[src/hdl/assert_macros.svh]
// Assertion macros shared by the frame bus writer RTL.
// Depends on nothing; included by every file that carries assertions.
`ifndef ASSERT_MACROS_SVH
`define ASSERT_MACROS_SVH

// Checks a property on every rising clock edge outside reset.
`define ASSERT_CLK(name, clk, rst_n, prop, msg) \
	name: assert property (@(posedge clk) disable iff (!rst_n) (prop)) \
		else $error(msg);

// Checks that a condition never holds outside reset.
`define ASSERT_NEVER(name, clk, rst_n, cond, msg) \
	name: assert property (@(posedge clk) disable iff (!rst_n) !(cond)) \
		else $error(msg);

`endif

[src/hdl/lcdfw_pkg.sv]
// Types and constants of the LCD frame bus writer.
// Depends on nothing; imported by lcdfw_byte_ser and the top level.
package lcdfw_pkg;

	// Configuration register indexes.
	localparam logic [1:0] CFG_FRAME_WIDTH  = 2'd0;
	localparam logic [1:0] CFG_FRAME_HEIGHT = 2'd1;

	// Panel register indexes written at the start of each row.
	localparam logic [15:0] PANEL_REG_GRAM_X    = 16'h0020;
	localparam logic [15:0] PANEL_REG_GRAM_Y    = 16'h0021;
	localparam logic [15:0] PANEL_REG_GRAM_DATA = 16'h0022;
	localparam logic [15:0] GRAM_X_START        = 16'h0000;

	// Word slots of the byte sequence for one pixel.
	localparam logic [2:0] SLOT_X_INDEX    = 3'd0;
	localparam logic [2:0] SLOT_X_DATA     = 3'd1;
	localparam logic [2:0] SLOT_Y_INDEX    = 3'd2;
	localparam logic [2:0] SLOT_Y_DATA     = 3'd3;
	localparam logic [2:0] SLOT_GRAM_INDEX = 3'd4;
	localparam logic [2:0] SLOT_COLOUR     = 3'd5;

	// Byte positions within the twelve-byte row-start sequence.
	localparam logic [3:0] BYTE_FIRST     = 4'd0;
	localparam logic [3:0] BYTE_COLOUR_HI = 4'd10;
	localparam logic [3:0] BYTE_LAST      = 4'd11;

	// Register-select levels on the panel bus.
	localparam logic RS_INDEX = 1'b0;
	localparam logic RS_DATA  = 1'b1;

	// One pixel request handed to the byte serialiser.
	typedef struct packed {
		logic [15:0] colour;
		logic [15:0] row;
		logic        row_start;
		logic        frame_end;
	} pix_item_t;

endpackage

[src/hdl/lcdfw_byte_ser.sv]
// Byte serialiser of the LCD frame bus writer: turns one pixel request into bus bytes.
// Depends on lcdfw_pkg and assert_macros.svh.
`include "assert_macros.svh"

module lcdfw_byte_ser
	import lcdfw_pkg::*;
(
	input  logic       clk,
	input  logic       arst_n,
	input  logic       item_valid,
	output logic       item_ready,
	input  pix_item_t  item,
	output logic       out_valid,
	input  logic       out_ready,
	output logic [7:0] out_byte,
	output logic       out_rs,
	output logic       out_last,
	output logic       out_frame_done
);

	pix_item_t   item_q;
	logic [3:0]  idx_q;
	logic        busy_q;
	logic        out_valid_q;
	logic [7:0]  byte_q;
	logic        rs_q;
	logic        last_q;
	logic        done_q;

	logic        out_free;
	logic        emit;
	logic        load;
	logic [15:0] word;
	logic        word_rs;
	logic        at_last;

	// The output register is free when empty or when its byte is taken now.
	assign out_free   = !out_valid_q || out_ready;
	assign emit       = busy_q && out_free;
	assign at_last    = (idx_q == BYTE_LAST);
	assign item_ready = !busy_q || (emit && at_last);
	assign load       = item_valid && item_ready;

	// Select the word and register-select level for the current byte.
	always_comb begin
		case (idx_q[3:1])
			SLOT_X_INDEX: begin
				word    = PANEL_REG_GRAM_X;
				word_rs = RS_INDEX;
			end
			SLOT_X_DATA: begin
				word    = GRAM_X_START;
				word_rs = RS_DATA;
			end
			SLOT_Y_INDEX: begin
				word    = PANEL_REG_GRAM_Y;
				word_rs = RS_INDEX;
			end
			SLOT_Y_DATA: begin
				word    = item_q.row;
				word_rs = RS_DATA;
			end
			SLOT_GRAM_INDEX: begin
				word    = PANEL_REG_GRAM_DATA;
				word_rs = RS_INDEX;
			end
			SLOT_COLOUR: begin
				word    = item_q.colour;
				word_rs = RS_DATA;
			end
			default: begin
				word    = item_q.colour;
				word_rs = RS_DATA;
			end
		endcase
	end

	// Sequencer: the high byte of each word goes first.
	always_ff @(posedge clk or negedge arst_n) begin
		if (!arst_n) begin
			busy_q <= 1'b0;
			idx_q  <= BYTE_FIRST;
		end else begin
			if (load) begin
				busy_q <= 1'b1;
				idx_q  <= item.row_start ? BYTE_FIRST : BYTE_COLOUR_HI;
			end else if (emit) begin
				if (at_last) begin
					busy_q <= 1'b0;
				end else begin
					idx_q <= idx_q + 4'd1;
				end
			end
		end
	end

	// Request payload held for the whole sequence.
	always_ff @(posedge clk) begin
		if (load) begin
			item_q <= item;
		end
	end

	// Output register valid flag.
	always_ff @(posedge clk or negedge arst_n) begin
		if (!arst_n) begin
			out_valid_q <= 1'b0;
		end else if (out_free) begin
			out_valid_q <= busy_q;
		end
	end

	// Output register payload.
	always_ff @(posedge clk) begin
		if (emit) begin
			byte_q <= idx_q[0] ? word[7:0] : word[15:8];
			rs_q   <= word_rs;
			last_q <= at_last;
			done_q <= at_last && item_q.frame_end;
		end
	end

	assign out_valid      = out_valid_q;
	assign out_byte       = byte_q;
	assign out_rs         = rs_q;
	assign out_last       = last_q;
	assign out_frame_done = done_q;

	`ASSERT_CLK(a_done_on_last, clk, arst_n, out_valid_q && done_q |-> last_q, "frame end off pixel end")
	`ASSERT_CLK(a_last_is_data, clk, arst_n, out_valid_q && last_q |-> rs_q == RS_DATA, "pixel end not data byte")
	`ASSERT_CLK(a_mid_row_skip, clk, arst_n, load && !item.row_start |=> idx_q == BYTE_COLOUR_HI, "mid-row pixel sent header")

endmodule

[src/hdl/lcd_frame_bus_writer_unit.sv]
// Top level of the LCD frame bus writer: input register, frame counters, configuration.
// Depends on lcdfw_pkg, lcdfw_byte_ser and assert_macros.svh.
//
// Takes one pixel per request as 8-bit red, green and blue, packs it to RGB565 and writes a
// frame to a TFT panel over an 8-bit parallel bus, one byte per output request, rows from the
// last row up to row 0. The first pixel of each row sends twelve bytes (register 0x20 = 0,
// register 0x21 = row, register 0x22 = pixel); other pixels send two, high byte first.
// tuser[0] is the register-select level, tlast marks a pixel's final byte and tuser[1] marks
// the frame's final byte. The output serialiser sends one byte per cycle while m_axis_tready
// stays high; an input register lets the next pixel wait while the current one is sent.
// Writing either size register (0 acts as 1, above MAX_SIDE acts as MAX_SIDE) restarts the
// frame; write only while the block is idle. Reset gives 240 x 320.
`include "assert_macros.svh"

module lcd_frame_bus_writer_unit
	import lcdfw_pkg::*;
#(
	parameter int MAX_SIDE = 1024
) (
	input  logic        clk,
	input  logic        arst_n,
	// Pixel input.
	input  logic        s_axis_tvalid,
	output logic        s_axis_tready,
	input  logic [23:0] s_axis_tdata,   // red [7:0], green [15:8], blue [23:16]
	// Bus byte output.
	output logic        m_axis_tvalid,
	input  logic        m_axis_tready,
	output logic [7:0]  m_axis_tdata,   // bus_byte [7:0]
	output logic        m_axis_tlast,
	output logic [1:0]  m_axis_tuser,   // register_select [0], frame_done [1]
	// Configuration writes.
	input  logic        cfg_valid,
	output logic        cfg_ready,
	input  logic [1:0]  cfg_index,
	input  logic [10:0] cfg_data
);

	localparam int CNT_W = (MAX_SIDE > 2) ? $clog2(MAX_SIDE) : 1;

	// Last index of a side after clamping the register value to 1 .. MAX_SIDE.
	function automatic logic [CNT_W-1:0] side_last(input logic [10:0] v);
		int e;
		e = int'(v);
		if (e < 1) begin
			e = 1;
		end else if (e > MAX_SIDE) begin
			e = MAX_SIDE;
		end
		return CNT_W'(e - 1);
	endfunction

	logic [CNT_W-1:0] w_last_q;
	logic [CNT_W-1:0] h_last_q;
	logic [CNT_W-1:0] col_cnt_q;
	logic [CNT_W-1:0] row_cnt_q;
	logic             s1_valid_q;
	pix_item_t        item_s1;

	logic             in_acc;
	logic             cfg_acc;
	logic             ser_ready;
	logic             row_end;
	logic [31:0]      row_ext;
	logic [7:0]       red;
	logic [7:0]       green;
	logic [7:0]       blue;
	pix_item_t        item_d;

	assign cfg_ready = 1'b1;
	assign cfg_acc   = cfg_valid && cfg_ready;

	// The input register takes a request when empty or when it hands on now.
	assign s_axis_tready = !s1_valid_q || ser_ready;
	assign in_acc        = s_axis_tvalid && s_axis_tready;

	assign red     = s_axis_tdata[7:0];
	assign green   = s_axis_tdata[15:8];
	assign blue    = s_axis_tdata[23:16];
	assign row_end = (col_cnt_q == w_last_q);
	assign row_ext = 32'(row_cnt_q);

	// Pack the colour and note where the pixel sits in the frame.
	always_comb begin
		item_d.colour    = {red[7:3], green[7:2], blue[7:3]};
		item_d.row       = row_ext[15:0];
		item_d.row_start = (col_cnt_q == '0);
		item_d.frame_end = row_end && (row_cnt_q == '0);
	end

	// Size registers, held as last indexes.
	always_ff @(posedge clk or negedge arst_n) begin
		if (!arst_n) begin
			w_last_q <= side_last(11'd240);
			h_last_q <= side_last(11'd320);
		end else if (cfg_acc) begin
			case (cfg_index)
				CFG_FRAME_WIDTH:  w_last_q <= side_last(cfg_data);
				CFG_FRAME_HEIGHT: h_last_q <= side_last(cfg_data);
				default: ;
			endcase
		end
	end

	// Column and row counters; a size write restarts the frame.
	always_ff @(posedge clk or negedge arst_n) begin
		if (!arst_n) begin
			col_cnt_q <= '0;
			row_cnt_q <= side_last(11'd320);
		end else if (cfg_acc) begin
			case (cfg_index)
				CFG_FRAME_WIDTH: begin
					col_cnt_q <= '0;
					row_cnt_q <= h_last_q;
				end
				CFG_FRAME_HEIGHT: begin
					col_cnt_q <= '0;
					row_cnt_q <= side_last(cfg_data);
				end
				default: ;
			endcase
		end else if (in_acc) begin
			if (row_end) begin
				col_cnt_q <= '0;
				row_cnt_q <= (row_cnt_q == '0) ? h_last_q : row_cnt_q - CNT_W'(1);
			end else begin
				col_cnt_q <= col_cnt_q + CNT_W'(1);
			end
		end
	end

	// Input register valid flag.
	always_ff @(posedge clk or negedge arst_n) begin
		if (!arst_n) begin
			s1_valid_q <= 1'b0;
		end else if (s_axis_tready) begin
			s1_valid_q <= s_axis_tvalid;
		end
	end

	// Input register payload.
	always_ff @(posedge clk) begin
		if (in_acc) begin
			item_s1 <= item_d;
		end
	end

	lcdfw_byte_ser u_ser (
		.clk            (clk),
		.arst_n         (arst_n),
		.item_valid     (s1_valid_q),
		.item_ready     (ser_ready),
		.item           (item_s1),
		.out_valid      (m_axis_tvalid),
		.out_ready      (m_axis_tready),
		.out_byte       (m_axis_tdata),
		.out_rs         (m_axis_tuser[0]),
		.out_last       (m_axis_tlast),
		.out_frame_done (m_axis_tuser[1])
	);

	`ASSERT_CLK(a_accept_fills_s1, clk, arst_n, in_acc |=> s1_valid_q, "accepted pixel lost")
	`ASSERT_CLK(a_cfg_restarts, clk, arst_n, cfg_acc && (cfg_index == CFG_FRAME_WIDTH || cfg_index == CFG_FRAME_HEIGHT) |=> col_cnt_q == '0, "size write did not restart frame")
	`ASSERT_CLK(a_row_wrap, clk, arst_n, in_acc && !cfg_acc && row_end |=> col_cnt_q == '0, "column did not wrap at row end")

endmodule
[config.mk]
export PLATFORM = sky130hd
export DESIGN_NAME = lcd_frame_bus_writer_unit
export DESIGN_NICKNAME = d
export VERILOG_FILES = /design/src/hdl/lcdfw_pkg.sv /design/src/hdl/lcdfw_byte_ser.sv /design/src/hdl/lcd_frame_bus_writer_unit.sv
export VERILOG_INCLUDE_DIRS = /design/src /design/src/hdl
export SDC_FILE = /design/constraint.sdc
export NUM_CORES = 1
export LEC_CHECK = 0
export ABC_CLOCK_PERIOD_IN_PS = 5240
export BUFFER_PORTS_ARGS = -buffer_cell sky130_fd_sc_hd__buf_2
export CORE_ASPECT_RATIO = 0.75
export CORE_MARGIN = 2
export CORE_UTILIZATION = 40
export DETAILED_ROUTE_END_ITERATION = 10
export SLEW_MARGIN = 20
export SYNTH_ARGS = -nofsm -noshare
export SYNTH_HDL_FRONTEND = slang
export SYNTH_SLANG_ARGS = --single-unit
[constraint.sdc]
create_clock -name clk -period 5.24 [get_ports clk]
set_clock_uncertainty 0.2 [all_clocks]
set_input_delay 0.262 -clock clk [delete_from_list [all_inputs] [get_ports clk]]
set_output_delay 0.262 -clock clk [all_outputs]
set_load 0.01 [all_outputs]
==> run_results.csv <==
group,metric,value,unit
clock_tree,ctsResizeCount,0,
worst_setup_path,worstSetupPathType,"primary input to register",
yosys,syn_area_per_cell,11.8,sq um
global_route,grt_pass1_vias,3581,
sta,slew_violations,0,
sta,setup_ws,2140,ps
sta,max_freq,323,MHz
clock_tree,numCtsBuffers,17,
pwr,power.leakage,2.52,nW
place,dp_hpwl,7.39,mm
layout,layoutNonFillerInstCount,690,
yosys,yosys_warnings,0,
clock_tree,cts_tree,"done",
worst_setup_path,critPathBufInv,2,
clock_tree,clock_sinks,113,
hold_path,holdPathStages,3,
global_route,grt_start_max_net_pins,48,
clock_tree,clockBufferDepth,2,
sta,fin_setup_tns,0,ps
pwr,p_switching,840,uW
place,pre_cts_slack,1780,ps
layout,fin_nets,553,
worst_setup_path,cp_cell_sequence,"buf_2 > nor3_4 > nand4b_1 > a21oi_1 > inv_1 > ha_1 > and4b_1 > a2111oi_0 > o211ai_1 > mux2_2",
sta,rsz0062_at_grt,"no",
sta,hold_ws,48.8,ps
worst_setup_path,worst_path_largest_cell_delay,780,ps
pwr,switching_share,28.4,%
detailed_routing,ant_nets,0,
floorplanning,dieArea,0.0140,sq mm
place,port-buffer-count,46,
worst_setup_path,endpoint_kind,"register",
place,placed_cells,638,
sta,setup_violations,0,
detailed_routing,viasPerCell,5.36,
global_route,grt_overflow_total,0,
yosys,ys_seq_area_share,61.1,%
place,gp_congestion,0.871,
worst_setup_path,rrSetupSlack,2220,ps
place,placed_cell_area,0.00555,sq mm
clock_tree,clk_root_buffer_cell,"clkbuf_16",
sta,tightest_slew,1030,ps
sta,min_period,3100,ps
worst_setup_path,cp.required,5380,ps
global_route,grt_antenna_before_repair,0,
worst_setup_path,setup.worst_path.start,"cfg_data[4]",
floorplanning,io_pins,56,
pwr,intPower,2.12,mW
worst_setup_path,cp-start-kind,"primary input",
flow_run,max-cap-violations,0,
yosys,synth_area,0.00521,sq mm
floorplanning,die_w,136,microns
yosys,netlist-cell-type-count,67,
sta,fin_crit_sh,59.1,%
floorplanning,start_util,40.6,%
layout,stdcell_area,0.00633,sq mm
yosys,synthTopCellsByArea,"edfxtp_1 38%, dfrtp_1 12%, dfstp_2 11%",
pwr,power_frac_clock,38.4,%
worst_setup_path,crit_path_max_fanout,10,
floorplanning,coreArea,0.0128,sq mm
detailed_routing,drtIter0Drc,239,
clock_tree,clk_latency,410,ps
detailed_routing,firstDrtPassIters,4,
pwr,p_per_area,467,mW/mm^2
hold_path,worstHoldStart,"m_axis_tready",
yosys,synth_nets,490,
floorplanning,fp.dieH,103,microns
yosys,ys_ff_latch,113,
clock_tree,ctsHtreeMaxLevel,4,
hold_path,worst_hold_path_type,"primary input to register",
yosys,synthCells,443,
worst_setup_path,cp_slowest_cell,"a2111oi_0",
pwr,p_comb_share,18.0,%
sta,max_slew_margin,31.2,%
pwr,max-vdd-ir-drop,0.275,mV
yosys,synth_largest_area_cell,"edfxtp_1",
detailed_routing,dr_total_vias,3695,
outcome,status,"finished clean",
sta,finalHoldViolCount,0,
worst_setup_path,worst-r2r-cell-count,5,
global_route,grt_use_total,17.3,%
global_route,grt_pass1_wl,18.4,mm
detailed_routing,drc,0,
layout,drive_gt1_share,21.8,%
detailed_routing,wire_per_inst,16.1,microns
detailed_routing,wl,11.1,mm
hold_path,min_to,"u_ser.out_valid",
yosys,synth_edf_count,66,
yosys,synthFlopType,"edfxtp_1",
layout,nFillCells,1117,
clock_tree,path_clk_slew,50,ps
yosys,ys_async_sr_fraction,41.6,%
worst_setup_path,cp_data_arrival_time,3240,ps
floorplanning,rows,36,
worst_setup_path,timing.rr.start,"u_ser.idx_q[0]",
worst_setup_path,reg2reg_to,"u_ser.item_q[33]",
layout,syn_to_final_growth,21.5,%
worst_setup_path,path_delay_family,"compound AO/OA/AOI/OAI gates",
yosys,synth_top_area_share,38.0,%
layout,n_antenna_cell,0,
pwr,seqPwrFrac,43.7,%
-- registers in the layout, summed over array words and instances, names as in the netlist --
signal	flops
col_cnt_q	10
h_last_q	10
item_s1	28
row_cnt_q	10
s1_valid_q	1
u_ser.busy_q	1
u_ser.idx_q	4
u_ser.item_q	27
u_ser.out_byte	8
u_ser.out_frame_done	1
u_ser.out_last	1
u_ser.out_rs	1
u_ser.out_valid	1
w_last_q	10
-- layout make-up --
type / instances / area, sq um / share of cell area, %
flip-flops and latches: 113 / 3180 / 50.3
multi-input cells: 285 / 1830 / 29.0
repair buffers: 67 / 440 / 6.95
clock buffers: 20 / 437 / 6.89
well taps: 171 / 214 / 3.38
clock inverters: 12 / 141 / 2.23
inverters: 22 / 82.6 / 1.30
-- worst min-delay path: cells and delay by family --
family	cells	cell delay [ps]
buffers and inverters	1	80
AND/OR/NAND/NOR	2	260
-- cells in the final DEF, fill, tap and decap left out, types with 4 or more instances in the layout --
| cell | synthesis | layout |
|---|---|---|
| a22oi_1 | 8 | 8 |
| buf_2 | 3 | 45 |
| mux2i_1 | 5 | 5 |
| dfrtp_1 | 26 | 26 |
| nor2_1 | 22 | 21 |
| o31ai_1 | 6 | 6 |
| or3_1 | 8 | 8 |
| nand3_1 | 15 | 15 |
| a211oi_1 | 4 | 4 |
| nor4_1 | 9 | 9 |
| clkbuf_16 | 0 | 17 |
| and3_1 | 7 | 7 |
| edfxtp_1 | 66 | 66 |
| xor2_1 | 14 | 14 |
| nor2b_1 | 6 | 6 |
| inv_1 | 21 | 21 |
| and2_1 | 4 | 4 |
| clkinv_2 | 0 | 4 |
| mux2_2 | 7 | 7 |
| ha_1 | 5 | 5 |
| nand2_1 | 42 | 42 |
| nand2b_1 | 4 | 4 |
| a31oi_1 | 4 | 4 |
| a21oi_1 | 16 | 16 |
| o21ai_0 | 35 | 35 |
| a22o_1 | 5 | 5 |
| dfstp_2 | 21 | 21 |
| dlygate4sd3_1 | 0 | 20 |
-- per-stage QoR --
step / total power [mW] / util [%]
floorplan: 1.66 / -
global placement: 1.81 / 43.3
detailed placement: 1.82 / 43.3
CTS: 2.98 / 49.3
global route: 3.12 / 49.3
finish: 2.96 / 49.3
-- power groups by stage --
stage	logic, mW	registers, mW	clock network, mW
6_report	0.532	1.29	1.14
3_5_place_dp	0.517	1.31	0
5_1_grt	0.611	1.32	1.20
3_3_place_gp	0.506	1.30	0
2_1_floorplan	0.400	1.26	0
4_1_cts	0.534	1.29	1.15
-- Yosys cell counts, types with 7 or more instances --
cell type and instances:
a21oi_1 16, a22oi_1 8, and3_1 7, clkbuf_1 12, dfrtp_1 26, dfstp_2 21
edfxtp_1 66, inv_1 21, mux2_2 7, nand2_1 42, nand3_1 15, nor2_1 22
nor4_1 9, o21ai_0 35, or3_1 8, xor2_1 14
-- how the worst max path moves through the flow --
stage,to,slack [ps],depth (start not counted)
2_1_floorplan,item_s1[0],2160,5
3_3_place_gp,row_cnt_q[8],1850,10
3_5_place_dp,row_cnt_q[8],1780,10
4_1_cts,row_cnt_q[8],2200,10
5_1_grt,row_cnt_q[8],1920,10
6_report,row_cnt_q[8],2140,10
-- per-layer routing --
| layer | global-route usage, % | part of all wire (%) | vias up | wire length [microns] |
|---|---|---|---|---|
| met5 | 0 | 0 | - | 0 |
| met4 | 6.65 | 0.92 | 0 | 102 |
| met3 | 5.51 | 4.6 | 12 | 518 |
| met2 | 25.2 | 45 | 77 | 5000 |
| met1 | 24.2 | 50 | 1829 | 5520 |
| li1 | - | - | 1777 | - |
-- cells by family after synthesis --
group / count (synthesis) / share of synthesized area (%)
XOR/XNOR: 16 / 2.69
buffers and inverters: 45 / 3.77
multiplexers: 13 / 2.69
AO/OA/AOI/OAI: 111 / 14.3
other: 1 / 0.0719
AND/OR/NAND/NOR: 139 / 14.2
flip-flops: 113 / 61.1
adder cells (fa/ha/maj): 5 / 1.20
-- what timing repair did --
item / in CTS / in global routing
endpoints found under the hold margin: 45 / 0
hold buffers: 20 / 0
setup buffers: 0 / 0
No activity file was read; power rests on OpenSTA's default activity.
